[config.mk]
export PLATFORM = sky130hd
export DESIGN_NAME = sorted_list_table
export DESIGN_NICKNAME = d
export VERILOG_FILES = /design/src/slt_pkg.sv /design/src/slt_ctrl.sv /design/src/slt_datapath.sv /design/src/sorted_list_table.sv
export VERILOG_INCLUDE_DIRS = /design/src /design/src/src
export SDC_FILE = /design/constraint.sdc
export NUM_CORES = 2
export LEC_CHECK = 0
export ABC_AREA = 0
export BUFFER_PORTS_ARGS = -buffer_cell sky130_fd_sc_hd__buf_2
export CORE_UTILIZATION = 46
export DETAILED_ROUTE_END_ITERATION = 12
export PLACE_DENSITY = 0.63
export RECOVER_POWER = 100
export SETUP_SLACK_MARGIN = 0.1
export SKIP_CTS_REPAIR_TIMING = 1
export SYNTH_ARGS = -nofsm -noshare
export SYNTH_HDL_FRONTEND = slang
export SYNTH_SLANG_ARGS = --single-unit
[constraint.sdc]
create_clock -name clk -period 5.47 [get_ports clk]
set_input_delay 1.3675 -clock clk [delete_from_list [all_inputs] [get_ports clk]]
set_output_delay 1.3675 -clock clk [all_outputs]
set_load 0.02 [all_outputs]
[src/sorted_list_table_defines.svh]
// ----------------------------------------------------------------------------
// Sorted list table: assertion macros
// Concurrent assertion helpers, compiled out when SYNTH is defined.
// ----------------------------------------------------------------------------
`ifndef SORTED_LIST_TABLE_DEFINES_SVH
`define SORTED_LIST_TABLE_DEFINES_SVH

`ifndef SYNTH
// same-cycle implication
`define SLT_ASSERT_IMP(label, clk, rst_n, ante, cons) \
	label: assert property (@(posedge clk) disable iff (!rst_n) (ante) |-> (cons)) \
		else $error("sorted_list_table: same-cycle check failed");
// next-cycle implication
`define SLT_ASSERT_NEXT(label, clk, rst_n, ante, cons) \
	label: assert property (@(posedge clk) disable iff (!rst_n) (ante) |=> (cons)) \
		else $error("sorted_list_table: next-cycle check failed");
`else
`define SLT_ASSERT_IMP(label, clk, rst_n, ante, cons)
`define SLT_ASSERT_NEXT(label, clk, rst_n, ante, cons)
`endif

`endif

[src/slt_pkg.sv]
// ----------------------------------------------------------------------------
// Sorted list table: package
// Sizes, opcodes and the command/status bundles between controller and datapath.
// ----------------------------------------------------------------------------
package slt_pkg;

	localparam int CAPACITY  = 64;
	localparam int ADDR_W    = $clog2(CAPACITY);
	localparam int CNT_W     = $clog2(CAPACITY + 1);
	localparam int OP_W      = 2;
	localparam int IDX_W     = 6;
	localparam int VAL_W     = 32;
	localparam int CNT_OUT_W = 7;
	localparam int CMP_W     = (CNT_W > IDX_W) ? CNT_W : IDX_W;

	// opcodes
	localparam logic [OP_W-1:0] OP_INSERT = 2'd0;
	localparam logic [OP_W-1:0] OP_DELETE = 2'd1;
	localparam logic [OP_W-1:0] OP_READ   = 2'd2;
	localparam logic [OP_W-1:0] OP_CLEAR  = 2'd3;

	// read address select
	localparam logic [1:0] RA_PTR  = 2'd0;
	localparam logic [1:0] RA_PREV = 2'd1;
	localparam logic [1:0] RA_NEXT = 2'd2;

	// pointer update
	localparam logic [1:0] PTR_HOLD = 2'd0;
	localparam logic [1:0] PTR_DEC  = 2'd1;
	localparam logic [1:0] PTR_INC  = 2'd2;

	// count update
	localparam logic [1:0] CNT_HOLD = 2'd0;
	localparam logic [1:0] CNT_INC  = 2'd1;
	localparam logic [1:0] CNT_DEC  = 2'd2;
	localparam logic [1:0] CNT_CLR  = 2'd3;

	typedef struct packed {
		logic       load;      // capture the incoming item
		logic       rd_en;     // memory read
		logic [1:0] rd_sel;    // read address select
		logic       wr_en;     // memory write at pointer
		logic       wr_value;  // 1: write held value, 0: write read data
		logic [1:0] ptr_op;
		logic [1:0] cnt_op;
		logic       res_set;   // update result ok/data
		logic       res_ok;
		logic       res_rdata; // result data from read data, else zero
		logic       out_load;  // move result into output register
	} cmd_t;

	typedef struct packed {
		logic [OP_W-1:0] op;
		logic            full;
		logic            idx_ok;
		logic            ptr_zero;
		logic            ptr_last;
		logic            val_less;
		logic            out_free;
	} sts_t;

endpackage

[src/slt_ctrl.sv]
// ----------------------------------------------------------------------------
// Sorted list table: controller
// Sequences the insert shift, delete close-up, read and clear operations.
// ----------------------------------------------------------------------------
module slt_ctrl (
	input  logic          clk,
	input  logic          arst_n,
	input  logic          in_valid,
	output logic          in_ready,
	input  slt_pkg::sts_t sts,
	output slt_pkg::cmd_t cmd
);
	import slt_pkg::*;

	localparam logic [2:0] S_IDLE    = 3'd0;
	localparam logic [2:0] S_DISP    = 3'd1;
	localparam logic [2:0] S_INS_RD  = 3'd2;
	localparam logic [2:0] S_INS_CMP = 3'd3;
	localparam logic [2:0] S_GET     = 3'd4;
	localparam logic [2:0] S_DEL_RD  = 3'd5;
	localparam logic [2:0] S_DEL_WR  = 3'd6;
	localparam logic [2:0] S_DONE    = 3'd7;

	logic [2:0] state_q;
	logic [2:0] state_d;

	assign in_ready = (state_q == S_IDLE);

	// next state and commands
	always_comb begin
		state_d = state_q;
		cmd     = '0;
		case (state_q)
			S_IDLE: begin
				if (in_valid) begin
					cmd.load = 1'b1;
					state_d  = S_DISP;
				end
			end
			S_DISP: begin
				case (sts.op)
					OP_INSERT: begin
						if (sts.full) begin
							cmd.res_set = 1'b1;
							state_d     = S_DONE;
						end else begin
							state_d = S_INS_RD;
						end
					end
					OP_DELETE, OP_READ: begin
						if (!sts.idx_ok) begin
							cmd.res_set = 1'b1;
							state_d     = S_DONE;
						end else begin
							cmd.rd_en  = 1'b1;
							cmd.rd_sel = RA_PTR;
							state_d    = S_GET;
						end
					end
					default: begin
						cmd.cnt_op  = CNT_CLR;
						cmd.res_set = 1'b1;
						cmd.res_ok  = 1'b1;
						state_d     = S_DONE;
					end
				endcase
			end
			// look at the entry below the gap, or fill the bottom
			S_INS_RD: begin
				if (sts.ptr_zero) begin
					cmd.wr_en    = 1'b1;
					cmd.wr_value = 1'b1;
					cmd.cnt_op   = CNT_INC;
					cmd.res_set  = 1'b1;
					cmd.res_ok   = 1'b1;
					state_d      = S_DONE;
				end else begin
					cmd.rd_en  = 1'b1;
					cmd.rd_sel = RA_PREV;
					state_d    = S_INS_CMP;
				end
			end
			// larger entry moves up, else the new value lands in the gap
			S_INS_CMP: begin
				cmd.wr_en = 1'b1;
				if (sts.val_less) begin
					cmd.ptr_op = PTR_DEC;
					state_d    = S_INS_RD;
				end else begin
					cmd.wr_value = 1'b1;
					cmd.cnt_op   = CNT_INC;
					cmd.res_set  = 1'b1;
					cmd.res_ok   = 1'b1;
					state_d      = S_DONE;
				end
			end
			S_GET: begin
				cmd.res_set   = 1'b1;
				cmd.res_ok    = 1'b1;
				cmd.res_rdata = 1'b1;
				state_d       = (sts.op == OP_DELETE) ? S_DEL_RD : S_DONE;
			end
			// close the gap one entry at a time
			S_DEL_RD: begin
				if (sts.ptr_last) begin
					cmd.cnt_op = CNT_DEC;
					state_d    = S_DONE;
				end else begin
					cmd.rd_en  = 1'b1;
					cmd.rd_sel = RA_NEXT;
					state_d    = S_DEL_WR;
				end
			end
			S_DEL_WR: begin
				cmd.wr_en  = 1'b1;
				cmd.ptr_op = PTR_INC;
				state_d    = S_DEL_RD;
			end
			S_DONE: begin
				if (sts.out_free) begin
					cmd.out_load = 1'b1;
					state_d      = S_IDLE;
				end
			end
			default: begin
				state_d = S_IDLE;
			end
		endcase
	end

	always_ff @(posedge clk or negedge arst_n) begin
		if (!arst_n) begin
			state_q <= S_IDLE;
		end else begin
			state_q <= state_d;
		end
	end

endmodule

[src/slt_datapath.sv]
// ----------------------------------------------------------------------------
// Sorted list table: datapath
// Entry memory, count, pointer, result and output registers.
// ----------------------------------------------------------------------------
`include "sorted_list_table_defines.svh"

module slt_datapath (
	input  logic                              clk,
	input  logic                              arst_n,
	input  logic [slt_pkg::OP_W-1:0]          opcode,
	input  logic [slt_pkg::IDX_W-1:0]         index,
	input  logic signed [slt_pkg::VAL_W-1:0]  value,
	input  slt_pkg::cmd_t                     cmd,
	output slt_pkg::sts_t                     sts,
	output logic                              out_valid,
	input  logic                              out_ready,
	output logic                              ok,
	output logic signed [slt_pkg::VAL_W-1:0]  data_out,
	output logic [slt_pkg::CNT_OUT_W-1:0]     count
);
	import slt_pkg::*;

	logic [VAL_W-1:0]  mem [CAPACITY];

	logic [OP_W-1:0]   op_q;
	logic [IDX_W-1:0]  idx_q;
	logic [VAL_W-1:0]  value_q;
	logic [ADDR_W-1:0] ptr_q;
	logic [CNT_W-1:0]  count_q;
	logic [VAL_W-1:0]  rdata_q;
	logic              ok_q;
	logic [VAL_W-1:0]  data_q;
	logic              out_valid_q;
	logic              out_ok_q;
	logic [VAL_W-1:0]  out_data_q;
	logic [CNT_OUT_W-1:0] out_count_q;

	logic [ADDR_W-1:0] rd_addr;
	logic [VAL_W-1:0]  wdata;

	// read address around the pointer
	always_comb begin
		case (cmd.rd_sel)
			RA_PREV: rd_addr = ptr_q - ADDR_W'(1);
			RA_NEXT: rd_addr = ptr_q + ADDR_W'(1);
			default: rd_addr = ptr_q;
		endcase
	end

	assign wdata = cmd.wr_value ? value_q : rdata_q;

	// entry memory, registered read
	always_ff @(posedge clk) begin
		if (cmd.wr_en) begin
			mem[ptr_q] <= wdata;
		end
		if (cmd.rd_en) begin
			rdata_q <= mem[rd_addr];
		end
	end

	// captured item, pointer and result
	always_ff @(posedge clk) begin
		if (cmd.load) begin
			op_q    <= opcode;
			idx_q   <= index;
			value_q <= value;
			ptr_q   <= (opcode == OP_INSERT) ? ADDR_W'(count_q) : ADDR_W'(index);
		end else begin
			case (cmd.ptr_op)
				PTR_DEC: ptr_q <= ptr_q - ADDR_W'(1);
				PTR_INC: ptr_q <= ptr_q + ADDR_W'(1);
				default: ptr_q <= ptr_q;
			endcase
		end
		if (cmd.res_set) begin
			ok_q   <= cmd.res_ok;
			data_q <= cmd.res_rdata ? rdata_q : '0;
		end
		if (cmd.out_load) begin
			out_ok_q    <= ok_q;
			out_data_q  <= data_q;
			out_count_q <= CNT_OUT_W'(count_q);
		end
	end

	// entry count and output valid
	always_ff @(posedge clk or negedge arst_n) begin
		if (!arst_n) begin
			count_q     <= '0;
			out_valid_q <= 1'b0;
		end else begin
			case (cmd.cnt_op)
				CNT_INC: count_q <= count_q + CNT_W'(1);
				CNT_DEC: count_q <= count_q - CNT_W'(1);
				CNT_CLR: count_q <= '0;
				default: count_q <= count_q;
			endcase
			if (cmd.out_load) begin
				out_valid_q <= 1'b1;
			end else if (out_ready) begin
				out_valid_q <= 1'b0;
			end
		end
	end

	// status to the controller
	assign sts.op       = op_q;
	assign sts.full     = (count_q == CNT_W'(CAPACITY));
	assign sts.idx_ok   = (CMP_W'(idx_q) < CMP_W'(count_q));
	assign sts.ptr_zero = (ptr_q == '0);
	assign sts.ptr_last = ((CNT_W'(ptr_q) + CNT_W'(1)) >= count_q);
	assign sts.val_less = ($signed(value_q) < $signed(rdata_q));
	assign sts.out_free = !out_valid_q || out_ready;

	assign out_valid = out_valid_q;
	assign ok        = out_ok_q;
	assign data_out  = out_data_q;
	assign count     = out_count_q;

	`SLT_ASSERT_IMP(a_count_bound, clk, arst_n, 1'b1, count_q <= CNT_W'(CAPACITY))
	`SLT_ASSERT_NEXT(a_count_inc, clk, arst_n, cmd.cnt_op == CNT_INC && !sts.full, count_q == $past(count_q) + CNT_W'(1))
	`SLT_ASSERT_IMP(a_out_slot_free, clk, arst_n, cmd.out_load, !out_valid_q || out_ready)

endmodule

[src/sorted_list_table.sv]
// Operation: read, clear and refused operations need no shifting; insert moves each larger
//   entry up by one, with one read and one write per entry moved, before the new value lands,
//   and delete moves each later entry down the same way. One memory port pair sets the pace.
// Throughput: one operation at a time, the next accepted once the result has moved into the
//   output register; a waiting result blocks the next operation until the output is free.
// Reset: arst_n clears the count and the output valid; entry contents are not cleared.
// ----------------------------------------------------------------------------
// Sorted list table: top level
// Ascending list of signed values with insert, delete, read and clear.
// ----------------------------------------------------------------------------
module sorted_list_table (
	input  logic        clk,
	input  logic        arst_n,
	input  logic        s_axis_tvalid,
	output logic        s_axis_tready,
	input  logic [39:0] s_axis_tdata,  // opcode[1:0], index[7:2], value[39:8]
	output logic        m_axis_tvalid,
	input  logic        m_axis_tready,
	output logic [39:0] m_axis_tdata   // ok[0], data_out[32:1], count[39:33]
);
	import slt_pkg::*;

	cmd_t cmd;
	sts_t sts;

	logic                    ok;
	logic signed [VAL_W-1:0] data_out;
	logic [CNT_OUT_W-1:0]    count;

	slt_ctrl u_ctrl (
		.clk      (clk),
		.arst_n   (arst_n),
		.in_valid (s_axis_tvalid),
		.in_ready (s_axis_tready),
		.sts      (sts),
		.cmd      (cmd)
	);

	slt_datapath u_datapath (
		.clk       (clk),
		.arst_n    (arst_n),
		.opcode    (s_axis_tdata[1:0]),
		.index     (s_axis_tdata[7:2]),
		.value     ($signed(s_axis_tdata[39:8])),
		.cmd       (cmd),
		.sts       (sts),
		.out_valid (m_axis_tvalid),
		.out_ready (m_axis_tready),
		.ok        (ok),
		.data_out  (data_out),
		.count     (count)
	);

	assign m_axis_tdata = {count, data_out, ok};

endmodule

==> flow_summary.yaml <==
flow_run:
  maxCapViolCount: 2
run_status:
  failed_checks: "capacitance limit, slew limit"
  status: "finished with violations"
synth:
  synth_register_bits: 2210
  synth.yosys.seq_area_share: 0.766
  ys.flop_type: "sky130_fd_sc_hd__edfxtp_1"
  synth_enable_flop_cells: 2199
  netlist-cell-type-count: 63
  synthArstFlopShare: 0.00498
  synth.cell_area_um2: 86600
  yosys_warnings: 0
  synth.net_count: 4199
  cell_count_after_synthesis: 4099
  synthesis.area_per_instance_um2: 21.1
die:
  num_rows: 158
  initial_core_util: 0.465
  coreArea_um2: 186000
  dieArea_um2: 190000
  io_pins: 86
  fp.dieW_um: 436
  floorplan.die.height_um: 436
final_layout:
  multi_input_comb_area_um2: 19600
  drive_above_1_share: 0.302
  nFillCells: 14100
  finish.net_count: 4717
  ff_latch_area_um2: 66300
  layout.cells.most_common: "sky130_fd_sc_hd__edfxtp_1"
  area_growth_pct: 16.6
  commonest_non_fill_non_tap_cells_in_the_layout: "sky130_fd_sc_hd__edfxtp_1, sky130_fd_sc_hd__mux4_2, sky130_fd_sc_hd__buf_4"
route:
  detail_route.iter0.violations: 4810
  met2RoutedLength_mm: 102
  total_wirelength_mm: 220
  vias_per_cell: 6.01
  detail_route.wirelength.met1_mm: 91.7
  final_routed_wire_length_divided_by_cell_count_um: 30.2
  route.antenna.remaining_nets: 0
  first_pass_iteration_count_of_the_detailed_router: 5
  routed.top_layer: "met5"
  drcViolationCount: 0
  dr_wl_met3_mm: 20.5
  dr_total_vias: 43700
sta:
  final_setup_violation_count: 0
  post_route_clock_period_utilization: 0.957
  timing.hold.ws_ns: 0.408
  setup_repair_after_global_routing_missed_its_margin: "false"
  finalClockSkew_ns: 0.0377
  slew_viol_final: 85
  timing.final.crit_period_ns: 5.24
  max_slew.worst_pin.slew_ns: 3.05
  clock.fmax_mhz: 191
  final_count_of_hold_timing_violations: 0
  timing.slew.headroom: -1.04
  setup-tns-final_ns: 0
setup_path:
  critPathCaptureType: "flip-flop"
  cp_max_fo: 27
  cp_data_required_time_ns: 6.04
  arrival_ns: 5.81
  crit_path_start: "u_datapath.ptr_q[0]$_DFFE_PP_"
  crit_type: "reg2reg"
  start_kind: "flip-flop"
  r2r_cells: 21
  r2r-start: "u_datapath.ptr_q[0]$_DFFE_PP_"
worst_hold_path:
  worst_hold_path_type: "reg2reg"
  min-delay-start: "u_datapath.data_q[8]$_SDFFCE_PN0P_"
  hold-path-cell-count: 0
global_routing:
  gr-total-overflow: 0
  first_global_vias: 43200
  total_global_route_track_usage: 0.229
  maximum_number_of_pins_on_one_net_before_global_route_repair: 65
  wire_length_of_the_first_global_routing_pass_mm: 313
  initial_antenna_violation_count: 4
cts:
  clock_tree.htree_level_count: 4
  ctsLongestPathBuffers: 3
  source_to_sink_clock_delay_at_the_later_pin_of_the_worst_skew_pair_ns: 0.85
  cts.reportedPaths.clkPinSlew_ns: 0.07
  cts.root.buffer_cell: "sky130_fd_sc_hd__clkbuf_16"
  cts-buffers-inserted: 210
  tritoncts: "done"
  cts.sinks: 2210
placed_design:
  numPortBuffers: 85
  hpwlAfterDp_mm: 132
  gp_congestion: 0.846
==> critical path, cell delays in order, from the launching register on <==
cell,delay [ns]
sky130_fd_sc_hd__edfxtp_1,0.42
sky130_fd_sc_hd__buf_6,0.16
sky130_fd_sc_hd__ha_2,0.22
sky130_fd_sc_hd__xor2_1,0.15
sky130_fd_sc_hd__ha_1,0.28
sky130_fd_sc_hd__a21o_1,0.17
sky130_fd_sc_hd__a211oi_2,0.23
sky130_fd_sc_hd__o21bai_1,0.10
sky130_fd_sc_hd__a21oi_1,0.16
sky130_fd_sc_hd__nand2_1,0.15
sky130_fd_sc_hd__ha_4,0.30
sky130_fd_sc_hd__nor3_1,0.04
sky130_fd_sc_hd__buf_4,0.13
sky130_fd_sc_hd__a21oi_4,0.19
sky130_fd_sc_hd__buf_12,0.19
sky130_fd_sc_hd__buf_4,0.16
sky130_fd_sc_hd__buf_12,0.24
sky130_fd_sc_hd__mux4_2,0.53
sky130_fd_sc_hd__mux2i_1,0.40
sky130_fd_sc_hd__a211oi_1,0.20
sky130_fd_sc_hd__a21oi_2,0.34
sky130_fd_sc_hd__mux2i_1,0.14
==> final timing paths <==
path                                                      to  slack, ns
max in group asynchronous  u_datapath.count_q[2]$_DFFE_PN0P_       4.43
min                         u_datapath.data_out[8]$_DFFE_PP_       0.41
min in group asynchronous      u_ctrl.state_q[0]$_DFFE_PN0P_       0.56
max                         u_datapath.rdata_q[20]$_DFFE_PP_       0.23
min reg2reg                 u_datapath.data_out[8]$_DFFE_PP_       0.41
max reg2reg                 u_datapath.rdata_q[20]$_DFFE_PP_       0.23
==> through the flow <==
stage	worst slack (ns)	cell area (µm²)	cells	utilization
detailed placement	-0.327	93600	6849	0.503
CTS	-0.369	100000	7234	0.538
floorplan	0.827	86600	4099	-
global route	0.0168	101000	7271	0.542
global placement	-0.372	93600	6849	0.503
finish	0.234	101000	7272	0.542
==> metal layers <==
| metal | vias up | global-route usage |
|---|---|---|
| met3 | 271 | 0.0457 |
| met4 | 4 | 0.0663 |
| met1 | 23300 | 0.336 |
| li1 | 18100 | - |
| met2 | 2017 | 0.351 |
| met5 | - | 0 |
==> cell type report <==
type / instances / area share
inverter: 54 / 0.00201
tap: 2480 / 0.0307
timing repair buffer: 535 / 0.0502
clock inverter: 142 / 0.0121
clock buffer: 243 / 0.0537
sequential: 2210 / 0.657
antenna: 2 / 0.0000496
multi-input combinational: 1606 / 0.194
==> cell usage after synthesis (54+ instances only) <==
master / count / share of area
sky130_fd_sc_hd__edfxtp_1: 2199 / 0.76
sky130_fd_sc_hd__mux4_2: 512 / 0.13
sky130_fd_sc_hd__a211oi_1: 198 / 0.017
sky130_fd_sc_hd__nand2_1: 172 / 0.0075
sky130_fd_sc_hd__nor2_1: 119 / 0.0052
sky130_fd_sc_hd__mux2i_1: 111 / 0.013
sky130_fd_sc_hd__clkbuf_1: 94 / 0.0041
sky130_fd_sc_hd__a21oi_1: 84 / 0.0049
sky130_fd_sc_hd__buf_2: 74 / 0.0043
sky130_fd_sc_hd__nor2b_1: 71 / 0.0051
sky130_fd_sc_hd__a31oi_1: 67 / 0.0048
sky130_fd_sc_hd__and2_1: 65 / 0.0047
sky130_fd_sc_hd__ha_1: 55 / 0.0079
sky130_fd_sc_hd__inv_1: 54 / 0.0023
==> logic make-up (layout without fill, tap and decap cells) <==
logic type / count (synthesis) / count (layout) / share of synthesized area
buf+inv: 284 / 974 / 0.0165
compound gates: 406 / 406 / 0.0316
fa+ha+maj: 56 / 56 / 0.00818
xor+xnor: 11 / 11 / 0.00120
simple gates: 477 / 478 / 0.0262
other cells: 0 / 2 / 0
mux: 655 / 655 / 0.150
flops: 2210 / 2210 / 0.766
==> registers in the layout (all words and copies together) (netlist names), 7 cells and up <==
register             cells
u_datapath.rdata_q      32
u_datapath.data_out     32
u_datapath.mem        2048
u_datapath.value_q      32
u_datapath.count_q       7
u_datapath.data_q       32
u_datapath.count         7
Power is not shown: default switching activity piles up to over one toggle a cycle in this logic, so the estimate is an artifact.
